[src/design/rsa_pkg.sv]
package rsa_pkg;
  localparam int STACK_DEPTH = 64;
  localparam int AW = $clog2(STACK_DEPTH);
  localparam int CW = $clog2(STACK_DEPTH + 1);

  typedef enum logic [3:0] {
    CMD_PUSH = 4'd0, CMD_PEEK = 4'd1, CMD_POP = 4'd2, CMD_ADD = 4'd3,
    CMD_SUB = 4'd4, CMD_MUL = 4'd5, CMD_DIV = 4'd6, CMD_GT = 4'd7,
    CMD_LT = 4'd8, CMD_GE = 4'd9, CMD_LE = 4'd10, CMD_EQ = 4'd11,
    CMD_MOD = 4'd12, CMD_SWAP = 4'd13, CMD_SHOW = 4'd14, CMD_NOP = 4'd15
  } cmd_t;

  localparam logic [1:0] ST_OK = 2'd0;
  localparam logic [1:0] ST_UNDER = 2'd1;
  localparam logic [1:0] ST_OVER = 2'd2;
  localparam logic [1:0] ST_DIVZ = 2'd3;

  typedef struct packed {
    cmd_t        cmd;
    logic [31:0] pv;
  } qitem_t;
endpackage

[src/design/rpn_stack_alu.sv]
// rpn_stack_alu: reverse-Polish integer stack machine, 64 x 32-bit stack.
// Input channel (valid/ready): command and push_value, one item per
// command. A two-entry queue in the front accepts items while the back
// executes. Output channel (valid/ready): value, status, depth, last.
// Every command gives one result item with last=1, except show on a
// non-empty stack: one item per stack entry, bottom first, last=1 on top.
// Stack RAM reads are registered: peek and pop read the top entry and the
// other operators read the top two entries before they execute; div and
// mod then run the bit-serial 32-step divider. Show reads the entries one
// by one, each read registered before its item goes out.
// The back end takes the next command in the cycle after the previous
// result item has been taken.
// Reset (rst, synchronous) empties the stack and the queue; RAM contents
// are not cleared since only written entries are ever read.
// When the receiver stalls, the result holds; the back end waits, and
// the queue keeps taking items until both entries are full.
module rpn_stack_alu import rsa_pkg::*; (
  input  logic        clk,
  input  logic        rst,
  input  logic        in_valid,
  output logic        in_ready,
  input  logic [3:0]  command,
  input  logic signed [31:0] push_value,
  output logic        out_valid,
  input  logic        out_ready,
  output logic signed [31:0] value,
  output logic [1:0]  status,
  output logic [6:0]  depth,
  output logic        last
);
  logic   q_valid, q_ready;
  qitem_t q_item;
  logic [31:0] val_u;

  rsa_front u_front (
    .clk(clk), .rst(rst), .valid(in_valid), .ready(in_ready),
    .command(command), .push_value(push_value),
    .q_valid(q_valid), .q_ready(q_ready), .q_item(q_item)
  );
  rsa_back u_back (
    .clk(clk), .rst(rst), .q_valid(q_valid), .q_ready(q_ready), .q_item(q_item),
    .out_valid(out_valid), .out_ready(out_ready), .value(val_u),
    .status(status), .depth(depth), .last(last)
  );
  assign value = val_u;
endmodule

[src/design/rsa_ram.sv]
module rsa_ram #(
  parameter int WIDTH = 32,
  parameter int DEPTH = 64
) (
  input  logic                     clk,
  input  logic                     we,
  input  logic [$clog2(DEPTH)-1:0] waddr,
  input  logic [WIDTH-1:0]         wdata,
  input  logic [$clog2(DEPTH)-1:0] raddr,
  output logic [WIDTH-1:0]         rdata
);
  logic [WIDTH-1:0] mem [DEPTH];

  always_ff @(posedge clk) begin
    if (we) mem[waddr] <= wdata;
    rdata <= mem[raddr];
  end
endmodule

[src/design/rsa_front.sv]
module rsa_front import rsa_pkg::*; (
  input  logic        clk,
  input  logic        rst,
  input  logic        valid,
  output logic        ready,
  input  logic [3:0]  command,
  input  logic [31:0] push_value,
  output logic        q_valid,
  input  logic        q_ready,
  output qitem_t      q_item
);
  // two-entry queue
  qitem_t      buf0, buf1;
  logic [1:0]  cnt;
  logic        push, pop;

  assign ready   = (cnt != 2'd2);
  assign q_valid = (cnt != 2'd0);
  assign q_item  = buf0;
  assign push    = valid && ready;
  assign pop     = q_valid && q_ready;

  always_ff @(posedge clk) begin
    if (rst) begin
      cnt <= 2'd0;
    end else begin
      cnt <= cnt + {1'b0, push} - {1'b0, pop};
    end
    if (pop) begin
      if (push && cnt == 2'd1) buf0 <= {cmd_t'(command), push_value};
      else buf0 <= buf1;
    end else if (push) begin
      if (cnt == 2'd0) buf0 <= {cmd_t'(command), push_value};
      else buf1 <= {cmd_t'(command), push_value};
    end
  end
endmodule

[src/design/rsa_div.sv]
module rsa_div import rsa_pkg::*; (
  input  logic        clk,
  input  logic        rst,
  input  logic        start,
  input  logic [31:0] a,
  input  logic [31:0] b,
  output logic        done,
  output logic [31:0] quo,
  output logic [31:0] rem
);
  logic [31:0] ua, ub, q, r;
  logic [5:0]  cnt;
  logic        busy, na, nb;
  logic [32:0] trial;

  assign trial = {r, q[31]} - {1'b0, ub};

  always_ff @(posedge clk) begin
    if (rst) begin
      busy <= 1'b0;
      done <= 1'b0;
    end else begin
      done <= 1'b0;
      if (start) begin
        busy <= 1'b1;
        cnt  <= 6'd0;
        na   <= a[31];
        nb   <= b[31];
        q    <= a[31] ? 32'd0 - a : a;
        ub   <= b[31] ? 32'd0 - b : b;
        r    <= 32'd0;
      end else if (busy) begin
        if (!trial[32]) r <= trial[31:0];
        else r <= {r[30:0], q[31]};
        q <= {q[30:0], ~trial[32]};
        cnt <= cnt + 6'd1;
        if (cnt == 6'd31) begin
          busy <= 1'b0;
          done <= 1'b1;
        end
      end
    end
  end

  assign ua  = q;
  assign quo = (na != nb) ? 32'd0 - ua : ua;
  assign rem = na ? 32'd0 - r : r;
endmodule

[src/design/rsa_back.sv]
module rsa_back import rsa_pkg::*; (
  input  logic        clk,
  input  logic        rst,
  input  logic        q_valid,
  output logic        q_ready,
  input  qitem_t      q_item,
  output logic        out_valid,
  input  logic        out_ready,
  output logic [31:0] value,
  output logic [1:0]  status,
  output logic [6:0]  depth,
  output logic        last
);
  typedef enum logic [6:0] {
    S_IDLE = 7'b0000001, S_RD1 = 7'b0000010, S_RD2 = 7'b0000100,
    S_EXEC = 7'b0001000, S_DIV = 7'b0010000, S_SHOW = 7'b0100000,
    S_OUT  = 7'b1000000
  } state_t;

  state_t      state;
  qitem_t      it;
  logic [CW-1:0] n;
  logic [31:0] a, b, r;
  logic [CW-1:0] idx;
  logic        we;
  logic [AW-1:0] waddr, raddr;
  logic [31:0] wdata, rdata;
  logic        dstart, ddone, rdpend, sw2;
  logic [31:0] quo, rem;
  logic [63:0] prod;
  logic        slt, sgt;
  logic [31:0] ex_value;
  logic [1:0]  ex_status;
  logic [CW-1:0] ex_n;
  logic        ex_div, ex_sw2;
  logic        out_valid_next;

  rsa_ram #(.WIDTH(32), .DEPTH(STACK_DEPTH)) u_ram (
    .clk(clk), .we(we), .waddr(waddr), .wdata(wdata), .raddr(raddr), .rdata(rdata)
  );
  rsa_div u_div (
    .clk(clk), .rst(rst), .start(dstart), .a(a), .b(b),
    .done(ddone), .quo(quo), .rem(rem)
  );

  // a new command waits until the previous result item has been taken
  assign q_ready = (state == S_IDLE) && !sw2 && !out_valid;
  assign slt  = $signed(a) < $signed(b);
  assign sgt  = $signed(b) < $signed(a);
  assign prod = a * b;
  assign dstart = (state == S_EXEC) && ex_div;

  // outcome of the command once its operands are in a and b
  always_comb begin
    ex_value = 32'd0;
    ex_status = ST_OK;
    ex_n = n;
    ex_div = 1'b0;
    ex_sw2 = 1'b0;
    unique case (it.cmd) inside
      CMD_PUSH: if (n == CW'(STACK_DEPTH)) ex_status = ST_OVER;
        else begin
          ex_value = it.pv; ex_n = n + CW'(1);
        end
      CMD_PEEK, CMD_POP: if (n == '0) ex_status = ST_UNDER;
        else begin
          ex_value = b;
          if (it.cmd == CMD_POP) ex_n = n - CW'(1);
        end
      CMD_SHOW, CMD_NOP: ;
      default: if (n < CW'(2)) ex_status = ST_UNDER;
        else if (it.cmd == CMD_SWAP) begin
          ex_value = a; ex_sw2 = 1'b1;
        end else if (it.cmd == CMD_DIV || it.cmd == CMD_MOD) begin
          if (b == 32'd0) ex_status = ST_DIVZ;
          else ex_div = 1'b1;
        end else begin
          ex_value = r; ex_n = n - CW'(1);
        end
    endcase
  end

  always_comb begin
    we = 1'b0;
    waddr = AW'(n);
    wdata = it.pv;
    raddr = AW'(idx);
    // reads are registered: address top in IDLE, second in RD1
    if (state == S_IDLE) raddr = AW'(n - CW'(1));
    else if (state == S_RD1) raddr = AW'(n - CW'(2));
    if (sw2) begin
      we = 1'b1;
      waddr = AW'(n - CW'(1));
      wdata = a;
    end else if (state == S_EXEC && ex_status == ST_OK) begin
      unique case (it.cmd) inside
        CMD_PUSH: we = 1'b1;
        CMD_ADD, CMD_SUB, CMD_MUL, CMD_GT, CMD_LT, CMD_GE, CMD_LE, CMD_EQ,
        CMD_SWAP: begin
          we = 1'b1;
          waddr = AW'(n - CW'(2));
          wdata = (it.cmd == CMD_SWAP) ? b : r;
        end
        default: ;
      endcase
    end else if (state == S_DIV && ddone) begin
      we = 1'b1;
      waddr = AW'(n - CW'(2));
      wdata = (it.cmd == CMD_MOD) ? rem : quo;
    end
  end

  always_comb begin
    r = 32'd0;
    case (it.cmd)
      CMD_ADD: r = a + b;
      CMD_SUB: r = a - b;
      CMD_MUL: r = prod[31:0];
      CMD_GT:  r = {31'd0, sgt};
      CMD_LT:  r = {31'd0, slt};
      CMD_GE:  r = {31'd0, !slt};
      CMD_LE:  r = {31'd0, !sgt};
      CMD_EQ:  r = {31'd0, a == b};
      default: r = 32'd0;
    endcase
  end

  always_comb begin
    out_valid_next = out_valid && !out_ready;
    if (state == S_OUT && (!out_valid || out_ready)) out_valid_next = 1'b1;
    if (state == S_SHOW && (!out_valid || out_ready) && rdpend) out_valid_next = 1'b1;
  end

  always_ff @(posedge clk) begin
    if (rst) begin
      state <= S_IDLE;
      n <= '0;
      out_valid <= 1'b0;
      sw2 <= 1'b0;
      rdpend <= 1'b0;
    end else begin
      sw2 <= (state == S_EXEC) && ex_sw2;
      out_valid <= out_valid_next;
      unique case (state)
        S_IDLE: if (q_valid && q_ready) begin
          it <= q_item;
          unique case (q_item.cmd) inside
            CMD_PUSH, CMD_NOP: state <= S_EXEC;
            CMD_PEEK, CMD_POP: state <= (n == '0) ? S_EXEC : S_RD2;
            CMD_SHOW: begin
              idx <= '0;
              rdpend <= 1'b0;
              state <= (n == '0) ? S_EXEC : S_SHOW;
            end
            default: state <= (n < CW'(2)) ? S_EXEC : S_RD1;
          endcase
        end
        S_RD1: begin
          b <= rdata;
          state <= S_RD2;
        end
        S_RD2: begin
          if (it.cmd == CMD_PEEK || it.cmd == CMD_POP) b <= rdata;
          else a <= rdata;
          state <= S_EXEC;
        end
        S_EXEC: begin
          value <= ex_value; status <= ex_status; depth <= 7'(ex_n); last <= 1'b1;
          n <= ex_n;
          state <= ex_div ? S_DIV : S_OUT;
        end
        S_DIV: if (ddone) begin
          value <= (it.cmd == CMD_MOD) ? rem : quo;
          n <= n - CW'(1); depth <= 7'(n - CW'(1));
          state <= S_OUT;
        end
        S_SHOW: if (!out_valid || out_ready) begin
          if (rdpend) begin
            value <= rdata; status <= ST_OK; depth <= 7'(n);
            last <= (idx == n);
            rdpend <= 1'b0;
            if (idx == n) state <= S_IDLE;
          end else begin
            idx <= idx + CW'(1);
            rdpend <= 1'b1;
          end
        end
        S_OUT: if (!out_valid || out_ready) begin
          state <= S_IDLE;
        end
        default: state <= S_IDLE;
      endcase
    end
  end
endmodule

[config.mk]
export PLATFORM = sky130hd
export DESIGN_NAME = rpn_stack_alu
export DESIGN_NICKNAME = d
export VERILOG_FILES = /design/src/design/rsa_pkg.sv /design/src/design/rpn_stack_alu.sv /design/src/design/rsa_ram.sv /design/src/design/rsa_front.sv /design/src/design/rsa_div.sv /design/src/design/rsa_back.sv
export SDC_FILE = /design/constraint.sdc
export NUM_CORES = 2
export LEC_CHECK = 0
export ABC_CLOCK_PERIOD_IN_PS = 10800
export BUFFER_PORTS_ARGS = -buffer_cell sky130_fd_sc_hd__buf_2
export CORE_UTILIZATION = 30
export DETAILED_ROUTE_END_ITERATION = 8
export MAX_ROUTING_LAYER = met4
export SLEW_MARGIN = 20
export SYNTH_ARGS = -nofsm -noshare
export SYNTH_HDL_FRONTEND = slang
export SYNTH_SLANG_ARGS = --single-unit
[constraint.sdc]
create_clock -name clk -period 10.8 [get_ports clk]
set_input_delay 1.62 -clock clk [delete_from_list [all_inputs] [get_ports clk]]
set_output_delay 1.62 -clock clk [all_outputs]
set_load 0.005 [all_outputs]
==> summary.md <==
| Metric | Value |
|---|---|
| Die Y | 642 microns |
| Area share of the largest cell type after synthesis | 0.579 |
| Synth Warn # | 0 |
| Setup TNS | 0 ns |
| Critical path endpoint category | flop |
| Share of post-route cells with drive strength above 1 | 0.0952 |
| Critical path fanouts, max | 64 |
| Maxcap violations | 0 |
| Die Area | 413000 sq um |
| Final core occ | 0.343 |
| TritonCTS Buffers | 271 |
| Leak | 49.6 nW |
| Clk root buf | clkbuf_16 |
| Initial antenna violation count | 25 |
| Crit start category | flop |
| Worst path required time | 11.37 ns |
| Post-DP HPWL | 271000 microns |
| Via count of the routed design | 87100 |
| First-pass GRT wire length | 602000 microns |
| DR DRC count | 0 |
| Final period util | 0.910 |
| CP most frequent cell | fa_1 |
| Chip width | 642 microns |
| Initial DRC count | 10400 |
| Crit-path slowest cell | edfxtp_1 |
| Multi-input logic area | 46700 sq um |
| Port Buffers | 83 |
| Final hold vios | 0 |
| Total iterations of the first detailed-routing run | 9 |
| Async S/R FF share, synth | 0 |
| Largest net degree at the start of global routing | 164 |
| Final min period | 9.83 ns |
| Final count of pins violating max slew | 0 |
| Post-synthesis register bit count | 2426 |
| Vias per cell | 5.37 |
| Clock skew | 0.108 ns |
| Post-cts sizing count | 0 |
| Syn avg cell area | 11.6 sq um |
| RSZ-0062 raised after global routing | no |
| Yosys top cell by area | edfxtp_1 |
| Layout area overhead | 13.7% |
| Top_reg_cell synth | edfxtp_1 |
| Crit path buf inv count | 6 |
| TritonCTS clock tree | done |
| Slew headroom | 0.229 |
| Slowest stage delay, CP | 0.86 ns |
| Worst VDD drop | 0.000174 V |
| Fill count | 39900 |
| Area contributors post-synth | edfxtp_1, nand2_1, fa_1 |
| Fin worst setup slack | 0.971 ns |
| FF+latch area | 72300 sq um |
| Total Routing Usage GR | 0.205 |
| Routed len/inst | 26.2 microns |
| PwrDens | 198 nW/um^2 |
| HP Class | flop to flop |
| # rows | 234 |
| Crit path kind | flop to flop |
| Post-Layout Cell Count | 16200 |
| Worst slew pin tran | 1.16 ns |
| Initial Utilization | 0.302 |
| Count of different cell masters after synthesis | 103 |
| Clock Pin Slew Worst Setup and Hold Paths | 0.07 ns |
| Pre-CTS setup slack | 1.14 ns |
| Clock Latency Late Sink | 0.96 ns |
| Vias in the first global route | 82000 |
| Placed cell count | 15700 |
| ANT nets after route | 0 |
| Synth Net Count | 11300 |
| Nets | 11300 |
| Global route total overflow | 0 |
| GPL Wtd Cong | 1.02 |
| Core ar. | 407000 sq um |
| # hold bufs at CTS | 0 |
| Status | complete, no violations |
| Mapped cell area | 123000 sq um |
| Top Family by Delay on Critical Path | adder cells |
| I/O pin cnt | 84 |
| Sequential cell area fraction in the yosys report | 0.588 |
| Routed WL | 425000 microns |
| Worst Path Arrival | 10.40 ns |
| Synth Instances | 10600 |
| Setup bufs post-CTS | 0 |
| Fmax | 102 MHz |
| EDFF count, synth | 2373 |
| Clock Path Buffers | 4 |
| Final Setup Violations | 0 |
| Clk sink count | 2426 |
| H-tree depth | 5 |
## layout by cell type, fill, tap and decap left out, types with 26 or more instances in the layout
| cell | n |
|---|---|
| nor2_4 | 71 |
| ha_1 | 264 |
| clkinv_2 | 37 |
| edfxtp_1 | 2373 |
| buf_4 | 307 |
| a21oi_1 | 456 |
| buf_2 | 83 |
| a221o_1 | 44 |
| clkbuf_1 | 62 |
| a211oi_1 | 284 |
| nand2b_1 | 38 |
| a311oi_1 | 136 |
| a22oi_1 | 26 |
| mux2_2 | 40 |
| clkinv_1 | 62 |
| mux2i_1 | 28 |
| o211ai_1 | 272 |
| and2_1 | 278 |
| nor2_1 | 509 |
| nor2b_1 | 29 |
| xor2_1 | 75 |
| xnor2_1 | 182 |
| dfxtp_1 | 52 |
| nand3_1 | 345 |
| clkbuf_16 | 274 |
| a211o_1 | 139 |
| fa_1 | 411 |
| o31ai_1 | 45 |
| nand2_1 | 2277 |
| a21o_1 | 41 |
| nand4_1 | 65 |
| a31oi_1 | 152 |
| a221oi_1 | 47 |
| inv_1 | 509 |
| a222oi_1 | 32 |
| nor3_1 | 54 |
| o21ai_0 | 192 |
## layer usage
layer  up-vias  wire length (microns)  track usage
li1      38100                      -            -
met1     43900                 175000        0.269
met2      4221                 187000        0.304
met3       904                  39700       0.0416
met4         0                  23600       0.0953
met5         -                      0            -
## power breakdown
part           switching [mW]  internal (mW)
clock                    3.91           5.29
sequential              0.316           11.1
combinational            5.24           1.82
## state kept, by name, indices dropped and copies added (netlist names), 36 cells and up
register,count
u_front.buf1,36
u_back.it,36
u_back.u_ram.mem,2048
u_front.q_item,36
## logic make-up (layout without fill, tap and decap cells)
logic type | Yosys count | count (layout) | synth area share
and+or+nand+nor | 3804 | 3804 | 0.133
DFF | 2426 | 2426 | 0.588
AOI/OAI and AO/OA | 2107 | 2107 | 0.121
buffers and inverters | 1243 | 1427 | 0.0408
adders and majority gates | 675 | 675 | 0.0937
xor gates and xnor gates | 258 | 258 | 0.0185
muxes | 68 | 68 | 0.00594
other | 0 | 20 | 0
## path summary, 6_finish.rpt
path | from | to | slack (ns) | cells past startpoint
max | u_back.b[6] | u_back.u_ram.mem[48][30] | 0.97 | 26
min | u_front.q_item[24] | u_back.it[24] | 0.41 | 0
max reg2reg | u_back.b[6] | u_back.u_ram.mem[48][30] | 0.97 | 26
min reg2reg | u_front.q_item[24] | u_back.it[24] | 0.41 | 0
## through the flow
stage	hold slack [ns]	cell area (sq um)	power [mW]
after floorplan	0.400	123000	15.8
after global routing	0.426	140000	28.7
final	0.414	140000	27.7
after CTS	0.405	140000	27.8
after global placement	0.403	131000	18.6
after detailed placement	0.406	131000	18.6
## Yosys cell counts, drive strengths merged (22+ instances only)
cell and count:
buf 271, a221o 44, nor2b 31, inv 513, ha 264, or3 25
xnor2 182, dfxtp 53, nand2b 38, nor4 24, xor2 75, mux2i 28
a222oi 32, nor3 61, o22ai 22, and3 23, a22oi 26, a31oi 157
nand2 2282, nor2 582, mux2 40, a21o 42, o31ai 51, o41ai 22
a311oi 137, a21oi 463, nand3 345, and2 279, a221oi 50, o211ai 272
edfxtp 2373, a211oi 287, fa 411, a211o 139, clkbuf 445, o21ai 219
nand4 65
## layout make-up
type,count,area share
diodes,20,0.000358
flip-flops and latches,2426,0.517
clock inverters,143,0.0113
inverters,527,0.0141
repair buffers,414,0.0230
multi-input cells,6912,0.334
clock buffers,343,0.0514
well taps,5428,0.0486
No activity file was read; power rests on OpenSTA's default activity.
